`src/hw/rtl/tcpw_pkg.sv`:
```
// Shared types, constants and helpers for the text cell priority writer.
`default_nettype none

package tcpw_pkg;

  localparam int MAX_COLUMNS = 128;
  localparam int MAX_ROWS    = 64;
  localparam int CELL_COUNT  = MAX_COLUMNS * MAX_ROWS;
  localparam int ADDR_W      = $clog2(CELL_COUNT);
  localparam int COL_IDX_W   = $clog2(MAX_COLUMNS);
  localparam int ROW_IDX_W   = (MAX_ROWS > 1) ? $clog2(MAX_ROWS) : 1;
  localparam int COLS_W      = $clog2(MAX_COLUMNS + 1);
  localparam int ROWS_W      = $clog2(MAX_ROWS + 1);
  localparam int CMP_W       = 9;
  localparam int CUR_W       = 17;

  localparam logic [15:0]        SPACE_CODE = 16'h0020;
  localparam logic [15:0]        WIDE_ABOVE = 16'd127;
  localparam logic signed [15:0] CLEAR_PRIO = -16'sd1;

  typedef enum logic [1:0] {
    OP_CLEAR = 2'd0,
    OP_DRAW  = 2'd1,
    OP_READ  = 2'd2
  } opcode_t;

  typedef enum logic {
    REG_COLUMNS = 1'b0,
    REG_ROWS    = 1'b1
  } cfg_reg_t;

  typedef enum logic [2:0] {
    ST_CLEAR,
    ST_IDLE,
    ST_CHECK,
    ST_TRAIL,
    ST_READ
  } state_t;

  typedef struct packed {
    logic [1:0]         opcode;
    logic               run_start;
    logic signed [15:0] column;
    logic signed [15:0] row;
    logic [15:0]        char_code;
    logic [3:0]         foreground;
    logic [3:0]         background;
    logic signed [15:0] priority_req;
  } req_t;

  typedef struct packed {
    logic [15:0]        cell_char;
    logic [3:0]         cell_foreground;
    logic [3:0]         cell_background;
    logic               cell_leading;
    logic               cell_trailing;
    logic signed [15:0] cell_priority;
  } rsp_t;

  typedef struct packed {
    logic [15:0]        char_code;
    logic               trailing;
    logic               leading;
    logic [3:0]         background;
    logic [3:0]         foreground;
    logic signed [15:0] prio;
  } cell_t;

  localparam int CELL_W = $bits(cell_t);

  typedef struct packed {
    logic [COLS_W-1:0] eff_cols;
    logic [ROWS_W-1:0] eff_rows;
  } size_t;

  typedef struct packed {
    logic              we;
    logic [ADDR_W-1:0] addr;
    cell_t             wdata;
  } mem_req_t;

  function automatic cell_t cleared_cell();
    cell_t c;
    c            = '0;
    c.char_code  = SPACE_CODE;
    c.prio       = CLEAR_PRIO;
    return c;
  endfunction

  function automatic logic [ADDR_W-1:0] cell_addr(input logic [ROW_IDX_W-1:0] r,
                                                   input logic [COL_IDX_W-1:0] c);
    return ADDR_W'(r) * ADDR_W'(MAX_COLUMNS) + ADDR_W'(c);
  endfunction

endpackage

`default_nettype wire

```
`src/hw/rtl/tcpw_cfg.sv`:
```
// Screen size registers and the clipped sizes in effect.
`default_nettype none

module tcpw_cfg (
  input  wire logic               clk,
  input  wire logic               rst,
  input  wire logic               cfg_valid,
  output logic                    cfg_ready,
  input  wire tcpw_pkg::cfg_reg_t cfg_index,
  input  wire logic [7:0]         cfg_data,
  output tcpw_pkg::size_t         size
);

  logic [7:0] screen_columns;
  logic [6:0] screen_rows;

  assign cfg_ready = 1'b1;

  always_ff @(posedge clk) begin
    if (rst) begin
      screen_columns <= 8'd80;
      screen_rows    <= 7'd25;
    end else if (cfg_valid) begin
      case (cfg_index)
        tcpw_pkg::REG_COLUMNS: screen_columns <= cfg_data;
        tcpw_pkg::REG_ROWS:    screen_rows    <= cfg_data[6:0];
        default: ;
      endcase
    end
  end

  // Clip to the size of the store.
  always_comb begin
    if (tcpw_pkg::CMP_W'(screen_columns) < tcpw_pkg::CMP_W'(tcpw_pkg::MAX_COLUMNS)) begin
      size.eff_cols = tcpw_pkg::COLS_W'(screen_columns);
    end else begin
      size.eff_cols = tcpw_pkg::COLS_W'(tcpw_pkg::MAX_COLUMNS);
    end
    if (tcpw_pkg::CMP_W'(screen_rows) < tcpw_pkg::CMP_W'(tcpw_pkg::MAX_ROWS)) begin
      size.eff_rows = tcpw_pkg::ROWS_W'(screen_rows);
    end else begin
      size.eff_rows = tcpw_pkg::ROWS_W'(tcpw_pkg::MAX_ROWS);
    end
  end

endmodule

`default_nettype wire

```
`config.mk`:
```
export PLATFORM = sky130hd
export DESIGN_NAME = tcpw_cfg
export DESIGN_NICKNAME = d
export VERILOG_FILES = /design/src/hw/rtl/tcpw_pkg.sv /design/src/hw/rtl/tcpw_cfg.sv
export SDC_FILE = /design/constraint.sdc
export NUM_CORES = 1
export LEC_CHECK = 0
export BUFFER_PORTS_ARGS = -buffer_cell sky130_fd_sc_hd__buf_2
export CAP_MARGIN = 20
export CORE_MARGIN = 1
export CORE_UTILIZATION = 30
export CTS_BUF_LIST = sky130_fd_sc_hd__clkbuf_8
export DETAILED_ROUTE_END_ITERATION = 16
export PLACE_DENSITY = 0.56
export SYNTH_ARGS = -nofsm -noshare
export SYNTH_HDL_FRONTEND = slang
export SYNTH_SLANG_ARGS = --single-unit
export TNS_END_PERCENT = 100
```
`constraint.sdc`:
```
create_clock -name clk -period 1 [get_ports clk]
set_clock_uncertainty 0.05 [all_clocks]
set_input_delay 0.15 -clock clk [delete_from_list [all_inputs] [get_ports clk]]
set_output_delay 0.15 -clock clk [all_outputs]
set_load 0.01 [all_outputs]
```
Word-level counts from Yosys, hierarchy flattened
Cells that the tools add are included.

storage, ports and cells
  register bits = 15
  bits of input ports = 12
  output and inout bits = 16
  word-level logic and storage cells = 9

operators by class
  order comparisons = 2
  mux-type cells = 2
  bitwise operators = 1
  reduce and logical (&&, ||, !) cells = 2

operators with widths
  kind                number
  $lt 8x8->1 const B  1
  $mux 8              1
  $lt 7x7->1 const B  1
  $mux 7              1
  $reduce_and 2->1    2
  $not 1->1           1

Logic depth before layout (Yosys ltp)
Gate-level depths: netlist of the first run.

  word-level depth = 2
  depth in mapped cells = 3
  mapped depth without buffers = 2

Worst setup path after synthesis of the first run
No wires, ideal clock.

  path kind = register -> register
  start = reg screen_rows[6] (netlist name)
  end = reg screen_rows[6]
  setup time = 70 ps
  arrival time = 740 ps
  data required time = 880 ps
  slack = 141 ps
  stages on the path, launching flop included = 3
  period minus slack after synthesis = 859 ps
  cells stage by stage = dfxtp_1 > a21bo_2 > a21oi_1

RTL lines
  item                  line            text
  end signal, assigned  tcpw_cfg.sv:26  tcpw_pkg::REG_ROWS: screen_rows <= cfg_data[6:0];
  end, declared         tcpw_cfg.sv:15  logic [6:0] screen_rows;

==> results of run 1 <==
## critical path, stage by stage (launching register included)
cell,delay (ns)
dfxtp_4,0.37
nor2b_1,0.11
buf_2,0.13
## per-stage QoR
| stage | TNS, ns | std cells | cell area [sq um] | worst slack (ns) |
|---|---|---|---|---|
| finish | -0.527 | 131 | 920 | -0.0508 |
| detailed placement | 0 | 127 | 865 | 0.0352 |
| CTS | -0.727 | 131 | 917 | -0.0691 |
| global placement | 0 | 127 | 865 | 0.0400 |
| floorplan | 0 | 81 | 754 | 0.141 |
| global route | -1.33 | 131 | 920 | -0.124 |
## cell usage in the layout, fill, tap and decap left out, types with 2 or more instances in the layout
cell type	instances
buf_2	26
nand2b_1	13
dfxtp_1	13
nor2b_1	12
mux2i_1	8
nor2_1	4
nand4bb_1	3
o21ai_0	3
clkbuf_8	3
nor2b_2	2
a21oi_1	2
and3_1	2
a211o_1	2
dfxtp_4	2
## power by group
group	internal, W	switching [W]	leakage [nW]	total [W]
clock	0.000271	0.000199	0.0269	0.000470
sequential	0.000627	0.0000207	0.125	0.000648
combinational	0.0000997	0.0000967	0.278	0.000196
total	0.000998	0.000316	0.429	0.00131
## final cells by class
cell class | count | area, sq um
Sequential cell | 15 | 308
Fill cell | 253 | 1380
Tap cell | 28 | 35.0
Multi-Input combinational cell | 57 | 394
Timing Repair Buffer | 27 | 138
Clock inverter | 1 | 3.75
Clock buffer | 3 | 41.3
## path summary, 6_finish.rpt
path	slack (ns)	from	end	cells after the start
max	-0.05	screen_columns[7]$_SDFFE_PP0P_	size[13]	2
min	0.13	cfg_data[7]	screen_columns[7]$_SDFFE_PP0P_	3
max reg2reg	0.15	screen_rows[6]$_SDFFE_PP0P_	screen_rows[6]$_SDFFE_PP0P_	2
min reg2reg	0.41	screen_rows[0]$_SDFFE_PP1P_	screen_rows[0]$_SDFFE_PP1P_	1
## sequential cells by signal, indices dropped and copies added (netlist names)
name	flops
screen_columns	8
screen_rows	7
## logic make-up (layout without fill, tap and decap cells)
family | after synthesis | after routing | share of synthesized area
compound gates | 9 | 9 | 0.0796
buf+inv | 9 | 31 | 0.0829
flops | 15 | 15 | 0.398
mux | 8 | 8 | 0.106
other cells | 1 | 1 | 0.00497
simple gates | 39 | 39 | 0.328
## repair_timing
item / CTS / global route
endpoints found under the setup margin: 15 / 14
gates resized for setup: 4 / 1
hold buffers: 0 / 0
cloned: 0 / 0
## routing by layer
layer	track usage	wire length (um)	up-vias	part of all wire
met3	0.0263	54	2	0.036
li1	-	-	305	-
met4	0.0789	27	0	0.018
met1	0.149	673	285	0.45
met2	0.197	725	13	0.49
met5	0	0	-	0
==> results.md, run 1 <==
- The flow ran to the end, but the final reports show violations.
- The checks that failed: negative setup slack.
- The count of routing violations after the opening detailed-route iteration is 9.
- The vertical extent of the die is 52.2 um.
- The detail route stage leaves a number of antenna-violating nets equal to 0.
- After detailed routing, the number of vias per cell comes to 4.62.
- In this run the core area contains 17 standard-cell rows.
- The final weighted congestion of routability-driven global placement is 0.734.
- The pin count of the biggest net entering global routing is 24.
- The count of unique library cells instantiated by Yosys is 22.
- The share of post-route cells with drive strength above 1 is 0.340.
- The cell leakage power is 0.429 nW.
- Across every metal layer, demand over resource in global routing totals 0.124.
- Setup violations remaining at the end of the flow were counted as 13.
- The post-CTS setup-driven buffer insertion count is 0.
- The wire length per cell after detailed routing is 11.3 um.
- The worst hold slack is 0.127 ns.
- In the synthesized netlist the dominant register cell turns out to be dfxtp_1.
- The share of the core filled with cells is 0.400.
- The final max-slew violation count was 0.
- The via count of the first global-routing pass was 521.
- Setup repair after global routing could not meet its margin everywhere.
- The element type at the critical path start is a flop.
- The post-synthesis cell type with the largest combined area is dfxtp_1.
- In this run the number of H-tree levels came out at 1.
- For this run, asynchronously set or reset flops after synthesis account for 0.
- Dividing the final minimum period by the clock period gives 1.05.
- By count the netlist is led by dfxtp_1 (15), nand2b_1 (13), nor2b_1 (13), mux2i_1 (8), nor2_1 (4).
- The min-delay analysis places its worst path in the category input pin to flop.
- The die covers 2720 sq um.
- The total nets after synthesis is 93.
- The fmax is 952 MHz.
- CTS saw 15 sinks.
- Counting flops with a built-in enable in the synthesized netlist gives 0.
- Clock-pin slew was measured on the worst setup and hold paths at 0.06 ns.
- The global-route wire length before repair is 2370 um.
- For this configuration, the core starts out at a cell density of 0.328.
- The total power consumption of the routed design is 0.00131 W.
- The count of input and output buffers is 26.
- The count of warnings emitted by yosys is 0.
- The area of the placeable core is 2300 sq um.
- The total via count in the routed design is 605.
- For this run, the register share of the synthesized area comes to 0.398.
- The category of the worst setup path capture point is an output pin.
- Global routing finished with a remaining overflow of 0.
- The initial antenna violation count was 0.
- Measured along the x axis, the die boundary spans 52.2 um.
- The type of the worst setup path is flop to output pin.
- By area the synthesized netlist is led by dfxtp_1 (40%), nand2b_1 (11%), nor2b_1 (11%).
- Of the post-synthesis cell area, the dominant cell type holds 0.398.
- After detailed routing, the number of remaining DRC violations is 0.
- The worst vdd rail ir drop is 0.000641 V.
- The synthesized instance count is 81.
- Summed over all nets, the half-perimeter wirelength after detailed placement is 1110 um.
- The area growth from synthesis to layout is 21.9%.
- The most frequently used cell type in the post-synthesis netlist is dfxtp_1.
- The tool flagged a number of max-cap violations equal to 0.
- The TritonCTS clock tree is done.
- The root buffer cell is clkbuf_8.
- A synthesized cell averages 9.31 sq um.
- The required arrival time at the worst endpoint is 0.80 ns.
- For the worst setup path, the data arrival time is 0.85 ns.
- The top-level I/O count is 28.
- At the later pin of the worst-skew pair, clock insertion delay measures 0.24 ns.
- The number of clock buffers inserted by TritonCTS is 3.
- The areal power density over the cells is 1430 nW/um^2.
- After layout, the worst setup slack is -0.0508 ns.
- The final layout net count is 116.
- The number of hold violations in the final report is 0.
- The final critical delay including setup and external delays is 1.05 ns.
- The mapped cell area is 754 sq um.
- The final antenna diode count is 0.
- The peak fanout along the critical path is 9.
- The maximum count of clock buffers along a single path is 2.
- The number of synthesized register bits is 15.
- The pre-antenna-repair detailed-routing pass consisted of 4 iterations.
- Wires add up to 1480 um.
(Power assumes the default switching activity.)
==> run 2: changes to the inputs <==
- CTS_BUF_LIST: sky130_fd_sc_hd__clkbuf_8 -> not set
==> results.md, run 2 (synthesis results as in run 1) <==
- The worst setup path is of the flop to output pin kind.
- Setup repair after global routing could not meet its margin everywhere.
- Setup slack on the critical path of the routed design comes to -0.104 ns.
- Detailed placement finished with a half-perimeter wire length of 1110 um.
- The area enclosed by the die boundary is 2720 sq um.
- The count of H-tree levels built during CTS is 1.
- The congestion estimate from routability-driven global placement came to 0.734.
- The vertical extent of the die is 52.2 um.
- In the final timing run, aggregate negative setup slack is -1.35 ns.
- The pin count of the biggest net entering global routing is 24.
- Final hold analysis gives a worst-case slack of 0.0778 ns.
- The starting utilization of the core area is 0.328.
- For the worst setup path, the data required time is 0.80 ns.
- The wire length per cell after detailed routing is 11.3 um.
- The register with the most flip-flops in the final layout is screen_columns.
- The most common library cell in the layout ignoring fill and taps is buf_2.
- Buffers inserted during clock tree synthesis total 3.
- For this run the aggregate overflow at the end of global routing stands at 0.
- Across every metal layer, demand over resource in global routing totals 0.127.
- The startpoint identified for the worst register-to-register timing path is screen_rows[6]$_SDFFE_PP0P_.
- Counting every sink on the clock net gives 15.
- The first global-routing pass estimated 2390 um of wire.
- The minimum setup slack among reg-to-reg paths is 0.13 ns.
- The horizontal extent of the die is 52.2 um.
- The hold path startpoint is cfg_data[6].
- The total area inside the core boundary comes to 2300 sq um.
- Using the TritonRoute via totals, the vias-per-cell ratio works out to 4.58.
- The final layout net count is 117.
- The cell leakage power is 0.424 nW.
- The final critical delay including setup and external delays is 1.10 ns.
- The worst vdd rail ir drop is 0.000562 V.
- The category of the worst setup path capture point is an output pin.
- The flow ran to the end, but the final reports show violations.
- The count of routing violations after the opening detailed-route iteration is 8.
- In this run, post-CTS hold repair placed 0 buffers.
- The worst setup path is launched from a flop.
- The initial antenna violation count is 0.
- Counting instances, the worst hold path has a depth of 3.
- The area growth from synthesis to layout is 21.7%.
- Setup violations remaining at the end of the flow were counted as 15.
- The worst reg2reg path depth is 2.
- The total via count in the routed design is 605.
- The number of standard-cell rows in the floorplan is 17.
- For this run, the number of standard cells in the final layout without fillers is 132.
- The post-placement cell count is 127.
- For hold timing, the worst endpoint is screen_rows[6]$_SDFFE_PP0P_.
- The max-cap violation count is 0.
- The critical path goes through nor2b_1 > buf_2.
- The areal power density over the cells is 1300 nW/um^2.
- Clock-pin slew was measured on the worst setup and hold paths at 0.08 ns.
- The number of hold violations in the final report was 0.
- Fill cells in the final layout number 257.
- In the final layout, the multi-input gates occupy 394 sq um.
- The critical path's slowest cell is dfxtp_4.
- The sequential cells in the finished layout cover a total of 308 sq um.
- In the finished design, the share of the clock period the worst path needs comes to 1.10.
- The peak fanout along the critical path is 9.
- TritonCTS built the clock tree.
- The register with the most flip-flops in the layout has 8 of them.
- Summed over all layers, the routed wires come to 1490 um.
- In the layout the commonest cells are buf_2 (25), nand2b_1 (13), dfxtp_1 (13), nor2b_1 (12), mux2i_1 (8).
- In this design, the stage delay of the slowest critical-path cell is 0.38 ns.
- The via count of the first global-routing pass was 524.
- The final max-slew violation count is 0.
- For this run, design rule violations remaining after detail routing come to 0.
- The root buffer cell is clkbuf_4.
- The fmax is 906 MHz.
- The maximum count of clock buffers along a single path is 2.
- The worst flop-to-flop path endpoint is screen_rows[6]$_SDFFE_PP0P_.
- The share of post-route cells with drive strength above 1 is 0.346.
- The largest registers in the layout are screen_columns: 8 flops, screen_rows: 7 flops.
- Pin placement for this block handled 28 I/O pins.
- The critical path launch point is screen_columns[7]$_SDFFE_PP0P_.
- Data arrives at the worst endpoint at 0.90 ns.
- The final antenna diode count is 0.
- The class of the most critical hold timing path is input pin to flop.
- The number of nets with antenna violations after detailed routing is 0.
- The checks that failed: negative setup slack.
- Input and output buffers added on the ports amount to 26.
- The clock latency on the worst-skew pair is 0.28 ns.
- The pre-antenna-repair detailed-routing pass consisted of 4 iterations.
run 2: layout make-up:
| type | instances | share of cell area |
|---|---|---|
| clock buffers | 4 | 0.0286 |
| multi-input cells | 57 | 0.429 |
| flip-flops and latches | 15 | 0.335 |
| well taps | 28 | 0.0381 |
| repair buffers | 28 | 0.169 |
run 2: power breakdown:
group | leakage (nW) | internal (W) | switching (W)
logic | 0.285 | 0.000105 | 0.0000970
registers | 0.125 | 0.000626 | 0.0000212
clock network | 0.0150 | 0.000155 | 0.000193
run 2: how the worst max path moves through the flow:
stage / cells after the start / endpoint / slack [ns]
6_report: 2 / size[13] / -0.10
5_1_grt: 2 / size[13] / -0.18
4_1_cts: 2 / size[13] / -0.13
3_5_place_dp: 2 / screen_rows[6]$_SDFFE_PP0P_ / 0.04
3_3_place_gp: 2 / screen_rows[6]$_SDFFE_PP0P_ / 0.04
2_1_floorplan: 2 / screen_rows[6]$_SDFFE_PP0P_ / 0.14
run 2: timing repair:
action	4_1_cts	5_1_grt
buffers inserted	0	1
resized for setup	5	2
cloned	0	0
endpoints found under the setup margin	15	15
run 2: worst max-delay path, delay by kind of cell (launching register included):
kind / cells / cell delay, ns
flip-flops: 1 / 0.38
buffers and inverters: 1 / 0.13
AND/OR/NAND/NOR: 1 / 0.11
run 2: routing by layer:
metal  GRT usage  share of wire  up-vias  wire [um]
li1            -              -      307          -
met1       0.149           0.43      277        642
met2       0.197           0.49       16        734
met3      0.0263          0.040        5         60
met4       0.105          0.036        0         54
met5           0              0        -          0
run 2: metrics by stage:
| step | instance area [sq um] | total power [W] | worst slack, ns | util |
|---|---|---|---|---|
| floorplan | 754 | 0.000798 | 0.141 | - |
| global placement | 865 | 0.000858 | 0.0400 | 0.376 |
| detailed placement | 865 | 0.000861 | 0.0352 | 0.376 |
| CTS | 905 | 0.00122 | -0.128 | 0.394 |
| global route | 918 | 0.00127 | -0.185 | 0.400 |
| finish | 918 | 0.00120 | -0.104 | 0.400 |
