`config.mk`:
```
export PLATFORM = sky130hd
export DESIGN_NAME = tcpw_ram
export DESIGN_NICKNAME = d
export VERILOG_FILES = /design/src/hw/rtl/tcpw_ram.sv
export SDC_FILE = /design/constraint.sdc
export NUM_CORES = 1
export LEC_CHECK = 0
export ABC_CLOCK_PERIOD_IN_PS = 3150
export CELL_PAD_IN_SITES_DETAIL_PLACEMENT = 0
export CELL_PAD_IN_SITES_GLOBAL_PLACEMENT = 1
export CORE_ASPECT_RATIO = 0.9
export CORE_MARGIN = 5
export CORE_UTILIZATION = 45
export CTS_CLUSTER_DIAMETER = 200
export DETAILED_ROUTE_END_ITERATION = 8
export DONT_BUFFER_PORTS = 1
export PLACE_DENSITY_LB_ADDON = 0.2
export SLEW_MARGIN = 20
export SYNTH_ARGS = -nofsm -noshare
export SYNTH_HDL_FRONTEND = slang
export SYNTH_SLANG_ARGS = --single-unit
```
`constraint.sdc`:
```
create_clock -name clk -period 3.15 [get_ports clk]
set_input_delay 0.1575 -clock clk [delete_from_list [all_inputs] [get_ports clk]]
set_output_delay 0.1575 -clock clk [all_outputs]
set_load 0.005 [all_outputs]
```
`src/hw/rtl/tcpw_ram.sv`:
```
// Generic single-port synchronous RAM with registered read data.
`default_nettype none

module tcpw_ram #(
  parameter int WIDTH = 8,
  parameter int DEPTH = 16,
  localparam int AW = (DEPTH > 1) ? $clog2(DEPTH) : 1
) (
  input  wire logic             clk,
  input  wire logic             we,
  input  wire logic [AW-1:0]    addr,
  input  wire logic [WIDTH-1:0] wdata,
  output logic      [WIDTH-1:0] rdata
);

  logic [WIDTH-1:0] mem [DEPTH];

  always_ff @(posedge clk) begin
    if (we) begin
      mem[addr] <= wdata;
    end
    rdata <= mem[addr];
  end

endmodule

`default_nettype wire

```
# == Word level (Yosys, flattened, before mapping) ==
# Memories as Yosys holds them, arrays and structs flattened. A register that Yosys moved wholly into a read port is not among the register bits.
# Cells that the tools add are included.
# op_classes
mux,2
# ops
operator,n
1-bit 2-to-1 mux,2
# word_totals
ram_bits,128
ff_bits,0
inputBits,14
memories,1
wordCells,3
output_inout_bits,8
# mem_list
memory,words,word_bits,read_ports,rd_ports_with_merged_regs,write_ports,line_no,source
mem,16,8,1,1,1,16,logic [WIDTH-1:0] mem [DEPTH];

# == Longest topological paths before layout ==
# Gate-level depths: netlist of run 1.
# depth
depth_word,2
ltp_mapped,5
ltp_nobuf,3

# == Least setup slack after synthesis of run 1 ==
# Ideal clock, no wire load.
# synth_timing
path_type,input port to flip-flop
from,input addr[2]
to,"memory mem[0][0], enable pin"
cell_stages,2
path_slack_ns,1.499
t_required_ns,2.767
n_path_buf,0
setup_time_ns,0.383
arrival_ns,1.267
path_cell_list,or3b_2 > nor3_1
# synth_lines
element,line_no,source
start: declaration,11,"input wire logic [AW-1:0] addr,"
end: declaration,16,
# No word-level cell before the write port.

==> results of run 1 <==
sequential cells by signal (all words and copies together) (netlist names):
register / count
mem: 128
rdata: 8
timing repair:
item / CTS / global route
endpoints found under the hold margin: 128 / 0
hold buffers: 8 / 0
setup endpoints to repair: 0 / 0
per-layer routing:
metal / up-vias / track usage
met4: 0 / 0.04705
met5: - / 0
met3: 2 / 0.04133
met2: 64 / 0.2183
met1: 1190 / 0.2293
li1: 1001 / -
final timing paths:
kind / start / endpoint / cells past startpoint
worst max-delay path: mem[15][5]$_DFFE_PP_ / rdata[5]$_DFF_P_ / 3
worst min-delay path: addr[1] / mem[12][0]$_DFFE_PP_ / 1
worst max register to register: mem[15][5]$_DFFE_PP_ / rdata[5]$_DFF_P_ / 3
worst min register to register: mem[10][4]$_DFFE_PP_ / rdata[4]$_DFF_P_ / 3
power by group:
group          leakage (nW)  total [mW]  internal, mW  switching [mW]
clock                 0.292        1.97          1.26           0.709
combinational         0.355       0.144        0.0662          0.0778
sequential             1.22        2.04          2.02          0.0129
total                  1.87        4.16          3.36           0.800
cells in the mapped netlist:
library cell	instances
a22oi_1	16
and2_1	1
buf_1	4
buf_2	2
buf_6	2
clkbuf_1	2
clkbuf_2	1
dfxtp_1	8
edfxtp_1	128
mux4_2	32
nand2_1	9
nand2b_1	2
nand3_1	1
nand3b_1	2
nor2_1	13
nor2b_1	2
nor3_1	4
or3b_2	1
cells in the final DEF (no fill, tap or decap):
cell type	count
nand3_1	1
edfxtp_1	128
mux4_2	32
clkbuf_8	1
clkinv_4	3
nor3_2	2
clkinv_1	1
bufinv_16	3
nor2_1	13
inv_6	1
dfxtp_1	8
a22oi_1	16
clkinvlp_4	1
nand2_1	9
nand3b_1	2
nor3_1	2
nor2b_1	2
or3b_2	1
nand2b_1	2
clkinv_2	3
clkbuf_1	2
clkbuf_16	17
dlygate4sd3_1	8
buf_4	2
and2_1	1
cells by family (layout without fill, tap and decap cells):
group                  count (synthesis)  after routing
AO/OA/AOI/OAI                         16             16
buffers and inverters                 11             42
flip-flops                           136            136
multiplexers                          32             32
AND/OR/NAND/NOR                       35             35
through the flow:
stage | worst slack [ns] | area [µm²] | utilization | std cells | total power [mW]
floorplan | 1.499 | 5067 | - | 230 | 2.175
global placement | 1.571 | 5213 | 0.4762 | 373 | 2.185
detailed placement | 1.496 | 5213 | 0.4762 | 373 | 2.186
CTS | 1.768 | 5891 | 0.5382 | 413 | 4.189
global route | 1.697 | 5901 | 0.5391 | 413 | 4.276
finish | 1.780 | 5901 | 0.5391 | 413 | 4.155
layout make-up:
class                      count  area, µm²
fill                         828       5045
multi-input combinational     83       1013
clock inverter                12      151.4
timing repair buffer          10      95.09
tap                          152      190.2
clock buffer                  20      446.7
sequential                   136       4004
critical path: cells and delay by family, from the launching register on:
kind	cells	cell delay [ns]
muxes	1	0.51
DFF	1	0.36
AOI/OAI and AO/OA	1	0.26
and+or+nand+nor	1	0.12
==> results.cfg, run 1 <==
[logic_synthesis]
synth_cell_types = 18
synth.ff_latch_count = 136
synth_nets = 244
synth_compound_area_frac = 0.02370
syn_inst = 230
synth_xor_area_frac = 0
synth.area.top_cells = edfxtp_1 (76%), mux4_2 (14%), dfxtp_1 (3.2%), a22oi_1 (2.4%), nor2_1 (0.96%)
yosysSeqAreaShare = 0.7901
synth_area_um2 = 5067
yosys.area.top_type = edfxtp_1
synthSimpleGateAreaFrac = 0.03210
synth_mux_area_frac = 0.1422
avgSynthCellArea_um2 = 22.03
synth_adder_area_share = 0
ys_warn_count = 0
synth_top_family_by_area = multiplexers
synth_top_area_share = 0.7585

[sta]
fin_crit_sh = 0.4349
final_hold_viol_count = 0
tightest_slew_ns = 0.8372
skew_ns = 0.01058
fmax_ghz = 0.7299
slew_headroom = 0.4398
post-route-min-period_ns = 1.370
setup_viol = 0
hold_slack_ns = 0.05283
rsz0062_at_grt = no
drv_slew = 0
tns_ns = 0

[clock_tree]
post-cts-setup-buffers = 0
clockRootBuffer = clkbuf_16
cts_tree = done
ctsResizeCount = 0
cts_buffer_depth = 2
path_clk_slew_ns = 0.06
cts_sinks = 136
cts_buffers = 17
ctsHtreeMaxLevel = 4
worstSkewPairLatency_ns = 0.40

[worst_setup_path]
worst_path_max_delay_cell = mux4_2
path_class = register to register
setup.worst_path.start_class = register
critical_path.cell_chain = mux4_2 > a22oi_1 > nand2_1
max_stage_delay_ns = 0.51
cp_max_fo = 1
worstPathRequired_ns = 3.42
endpoint_kind = register
cp_data_arrival_time_ns = 1.64
r2r_setup_slack_ns = 1.78

[floorplan]
chipHeight_um = 110.7
ios = 22
placeableCoreArea_um2 = 10950
die_x_um = 121.9
start_util = 0.4630
dieArea_um2 = 13490
rows = 36

[finish]
syn_to_final_growth_pct = 16.44
final_nets = 262
drive_above_1_share = 0.2529
antenna_cells = 0

[worst_hold_path]
hold_path_class = primary input to register

[detailed_routing]
dr_wl_met2_um = 4440
wl_met1_um = 4789
routed_wl_um = 9710
first_iter_violations = 212
drc = 0
num_vias = 2257
via_per_inst = 5.465
route.detailed.wl_per_inst_um = 23.51
topRoutingLayerUsed = met4
final_antenna_net_count = 0
drt_first_pass_iters = 4
wl_met3_um = 446

[placed_design]
place_congestion = 0.7429
dp_hpwl_um = 5764
port_buffers = 0

[power_and_ir_drop]
vdd_drop_max_uv = 352.9
p_per_area_nw_per_um2 = 704.2
p_leak_nw = 1.871

[global_routing]
grt_util_all_layers = 0.1525
grt_first_pass_wirelength_um = 14660
antenna_found_initial = 0
grt_pass1_vias = 2386
grt_max_degree = 40
grt.overflow.total = 0

[flow_run]
max_cap_viol_count = 0

[status]
status = completed
Power figures use the tool's default switching activity.
==> inputs of run 2 (changes only) <==
- ABC_CLOCK_PERIOD_IN_PS: 3150 -> 1440
- clock period: 3.15 -> 1.44 ns (I/O delays scaled with it)
==> run 2 against run 1 <==
Effect of this change: sequential power rose by 120%; via count rose by 2.0%; final area rose by 2.7%; worst setup slack got worse by 1.7 ns; hold slack lost 0.053 ns; routed wire length rose by 2.9%; count of clock-buffer cells in the layout rose by 8; critical path depth unchanged; largest power group unchanged; die area is the same; global-route usage is 0.53 points higher; total power is 110% higher.
==> results.cfg, run 2 (synthesis gave the netlist of run 1 again) <==
[finish]
regMostFlops = mem
syn_to_final_growth_pct = 19.53
reg_top3 = mem: 128 flops, rdata: 8 flops
multi_input_area_um2 = 1011
final_nets = 287
drive_above_1_share = 0.2972
antenna_cells = 0
seqCellArea_um2 = 4004
layout_common_cells = edfxtp_1 (128), mux4_2 (32), buf_4 (26)
n_fill_cell = 830
final_common_cell = edfxtp_1
largest_reg_flops = 128
fin_util = 0.5534
fin_cells = 438

[worst_setup_path]
rr_worst_depth = 3
path_class = register to register
cp_max_fo = 1
cp_data_arrival_time_ns = 1.61
r2r_setup_slack_ns = 0.11
worstReg2RegStart = mem[8][7]$_DFFE_PP_
worstPathRequired_ns = 1.72
setup.worst_path.start_class = register
endpoint_kind = register
r2r_end = rdata[7]$_DFF_P_

[placed_design]
dp_hpwl_um = 6098
place_congestion = 0.6777
port_buffers = 0
place_inst = 397

[global_routing]
grt_util_all_layers = 0.1579
grt_pass1_vias = 2464
grt.overflow.total = 0
grt_max_degree = 40
grt_first_pass_wirelength_um = 14970
antenna_found_initial = 0

[sta]
setup_viol = 0
final_hold_viol_count = 0
drv_slew = 0
fin_crit_sh = 0.9209
tightest_slew_ns = 0.8116
rsz0062_at_grt = no
slew_headroom = 0.4578
post-route-min-period_ns = 1.326
fmax_ghz = 0.7541
skew_ns = 0.007597

[detailed_routing]
num_vias = 2303
drt_first_pass_iters = 5
final_antenna_net_count = 0
routed_wl_um = 9987
first_iter_violations = 213
drc = 0
route.detailed.wl_per_inst_um = 22.80
via_per_inst = 5.258

[floorplan]
placeableCoreArea_um2 = 10950
dieArea_um2 = 13490
start_util = 0.4630
chipHeight_um = 110.7
die_x_um = 121.9
ios = 22
rows = 36

[worst_hold_path]
hold_end = rdata[7]$_DFF_P_
min_path_cells = 3
hold_path_class = primary input to register
hp-start = addr[1]

[clock_tree]
postCtsHoldBufs = 8
post-cts-setup-buffers = 0
cts_buffers = 17
ctsResizeCount = 0
ctsHtreeMaxLevel = 4
path_clk_slew_ns = 0.05
clockRootBuffer = clkbuf_16
cts_buffer_depth = 2
cts_sinks = 136
cts_tree = done
worstSkewPairLatency_ns = 0.41

[power_and_ir_drop]
p_per_area_nw_per_um2 = 1471
vdd_drop_max_uv = 1048
p_leak_nw = 1.988

[status]
status = completed

[flow_run]
max_cap_viol_count = 0
==> run 2: changes by cell type in the layout (fill, tap and decap cells not counted), moves of 2 or more <==
| cell | change |
|---|---|
| buf_4 | +24 |
| clkbuf_1 | +6 |
| clkinv_4 | -3 |
| clkbuf_8 | +2 |
==> run 2: routing by layer <==
layer | wire length, µm | track usage | up-vias
li1 | - | - | 1050
met3 | 696 | 0.05255 | 6
met1 | 4332 | 0.2194 | 1182
met5 | 0 | 0 | -
met4 | 91 | 0.05527 | 0
met2 | 4868 | 0.2345 | 65
==> run 2: how the worst max path moves through the flow <==
stage                    startpoint                    to  slack [ns]  depth (start not counted)
5_1_grt         mem[0][3]$_DFFE_PP_      rdata[3]$_DFF_P_        0.07                          3
3_3_place_gp    mem[8][7]$_DFFE_PP_      rdata[7]$_DFF_P_        0.09                          3
6_report        mem[8][7]$_DFFE_PP_      rdata[7]$_DFF_P_        0.11                          3
4_1_cts         mem[8][7]$_DFFE_PP_      rdata[7]$_DFF_P_        0.07                          3
2_1_floorplan               addr[1]  mem[12][0]$_DFFE_PP_       -0.07                          3
3_5_place_dp   mem[11][7]$_DFFE_PP_      rdata[7]$_DFF_P_        0.09                          3
==> run 2: critical path: stages, from the launching register on <==
cell and delay (ns):
edfxtp_1 0.37, mux4_2 0.47, a22oi_1 0.29, nand2_1 0.07
==> run 2: layout make-up <==
cell class              count  share of cell area
flip-flops and latches    136              0.6610
multi-input cells          83              0.1669
clock buffers              28             0.08201
well taps                 152             0.03140
clock inverters             4             0.01157
repair buffers             35             0.04710
==> run 2: power by group <==
group	switching, mW	internal [mW]	total (mW)	leakage, nW
clock	1.44	2.68	4.12	0.277
combinational	0.159	0.162	0.321	0.487
sequential	0.0367	4.43	4.47	1.22
total	1.63	7.28	8.91	1.99
==> run 2: through the flow <==
stage | hold WS, ns | instance area [µm²] | setup slack (ns) | setup TNS, ns | total power, mW
CTS | -0.03869 | 6047 | 0.07459 | 0 | 8.980
finish | 0.0002123 | 6057 | 0.1138 | 0 | 8.908
global route | 0.006817 | 6057 | 0.07249 | 0 | 9.211
global placement | 0.1719 | 5400 | 0.08580 | 0 | 4.797
detailed placement | 0.1717 | 5400 | 0.08727 | 0 | 4.803
floorplan | 0.1709 | 5075 | -0.07011 | -5.057 | 4.759
==> inputs of run 3 (changes only) <==
- CORE_UTILIZATION: 45 -> 37
==> run 3 against run 2 <==
Effect of this change: clock skew rose by 0.011 ns; register-to-register slack improved by 0.02 ns; flip-flop and latch count unchanged; global-route usage decreased by 2.4 points; final area barely moved; die area rose by 20%; sequential power about the same; maximum frequency rose by 1.2%; core utilization is 10 points lower; first-iteration DRC count is 21% lower; hold slack better by 0.0083 ns; final cell count grew 3.2%; critical path type unchanged.
==> results.cfg, run 3 (synthesis gave the netlist of run 1 again) <==
[floorplan]
dieArea_um2 = 16140
rows = 40
chipHeight_um = 121.0
die_x_um = 133.4
placeableCoreArea_um2 = 13410
ios = 22
start_util = 0.3778

[detailed_routing]
num_vias = 2342
via_per_inst = 5.181
drt_first_pass_iters = 5
drc = 0
first_iter_violations = 169
routed_wl_um = 10130
final_antenna_net_count = 0
route.detailed.wl_per_inst_um = 22.40

[worst_setup_path]
worstReg2RegStart = mem[12][5]$_DFFE_PP_
max_stage_delay_ns = 0.49
critical_path.cell_chain = mux4_2 > a22oi_1 > nand2_1
endpoint_kind = register
cp-startpoint = mem[12][5]$_DFFE_PP_
cp_data_arrival_time_ns = 1.60
r2r_end = rdata[5]$_DFF_P_
r2r_setup_slack_ns = 0.13
worstSetupEndpoint = rdata[5]$_DFF_P_
path_buf_inv = 0
path_depth = 3
cp_max_fo = 1
rr_worst_depth = 3
worstPathRequired_ns = 1.73
worst_path_max_delay_cell = mux4_2
cp_top_family = multiplexers
setup.worst_path.start_class = register
path_class = register to register

[finish]
largest_reg_flops = 128
multi_input_area_um2 = 1011
syn_to_final_growth_pct = 19.58
reg_top3 = mem: 128 flops, rdata: 8 flops
n_fill_cell = 1141
final_area_um2 = 6060
regMostFlops = mem
seqCellArea_um2 = 4004
final_common_cell = edfxtp_1
layout_common_cells = edfxtp_1 (128), mux4_2 (32), buf_4 (21)
drive_above_1_share = 0.3074
fin_cells = 452
final_nets = 284

[status]
status = completed

[clock_tree]
post-cts-setup-buffers = 0
cts_tree = done
cts_sinks = 136
cts_buffers = 17
path_clk_slew_ns = 0.06
ctsHtreeMaxLevel = 4
worstSkewPairLatency_ns = 0.42
cts_buffer_depth = 2
ctsResizeCount = 0
clockRootBuffer = clkbuf_16

[sta]
fin_crit_sh = 0.9097
skew_ns = 0.01860
post-route-min-period_ns = 1.310
fmax_ghz = 0.7634
tightest_slew_ns = 0.7459
final_hold_viol_count = 0
drv_slew = 0
slew_headroom = 0.5017
setup_viol = 0
rsz0062_at_grt = no

[placed_design]
place_congestion = 0.6910
place_inst = 408
post_dp_cell_area_um2 = 5383
dp_hpwl_um = 6311
port_buffers = 0

[worst_hold_path]
hp-start = addr[1]
hold_path_class = primary input to register

[global_routing]
grt.overflow.total = 0
grt_first_pass_wirelength_um = 15310
grt_util_all_layers = 0.1343
grt_pass1_vias = 2393
antenna_found_initial = 1
grt_max_degree = 40

[power_and_ir_drop]
p_per_area_nw_per_um2 = 1455
vdd_drop_max_uv = 756.0
p_leak_nw = 1.954

[flow_run]
max_cap_viol_count = 0
-- run 3: worst min path at each step --
| stage | end | slack, ns | depth (start not counted) |
|---|---|---|---|
| finish | rdata[7]$_DFF_P_ | 0.009 | 3 |
| global route | rdata[7]$_DFF_P_ | 0.01 | 3 |
| CTS | rdata[6]$_DFF_P_ | 0.001 | 3 |
| detailed placement | mem[14][2]$_DFFE_PP_ | 0.17 | 0 |
| global placement | mem[14][6]$_DFFE_PP_ | 0.17 | 0 |
| floorplan | mem[0][0]$_DFFE_PP_ | 0.17 | 0 |
-- run 3: area by class of cell --
type / count / share of cell area
Tap cell: 168 / 0.03469
Clock inverter: 14 / 0.02065
Timing Repair Buffer: 32 / 0.04584
Sequential cell: 136 / 0.6607
Multi-Input combinational cell: 83 / 0.1668
Clock buffer: 18 / 0.07082
Antenna cell: 1 / 0.0004130
-- run 3: where the power goes --
part	internal (mW)	total, mW	switching, mW
clock	2.38	4.01	1.64
sequential	4.43	4.46	0.0355
combinational	0.166	0.340	0.174
-- run 3: worst reg2reg max path: cells and delay by family, from the launching register on --
family / cells / cell delay [ns]
AND/OR/NAND/NOR: 1 / 0.11
multiplexers: 1 / 0.49
flip-flops: 1 / 0.38
AO/OA/AOI/OAI: 1 / 0.21
-- run 3: what timing repair did --
| action | in CTS | in global routing |
|---|---|---|
| hold buffers | 11 | 0 |
| hold endpoints to repair | 138 | 0 |
| endpoints found under the setup margin | 0 | 0 |
-- run 3: stage by stage --
stage / hold slack (ns) / power, mW / util / setup slack (ns) / TNS, ns
after global placement: 0.1723 / 4.799 / 0.4013 / 0.1132 / 0
final: 0.008556 / 8.816 / 0.4518 / 0.1301 / 0
after CTS: 0.001344 / 8.917 / 0.4516 / 0.1089 / 0
after detailed placement: 0.1721 / 4.801 / 0.4013 / 0.1133 / 0
after floorplan: 0.1709 / 4.759 / - / -0.07011 / -5.057
after global routing: 0.009967 / 9.123 / 0.4518 / 0.01154 / 0
-- run 3: layer usage --
layer,global-route usage,up-vias,wire length [µm]
met1,0.1859,1243,4834
met5,0,-,0
met4,0.04370,0,95
met2,0.1954,51,4746
met3,0.05265,4,449
li1,-,1044,-
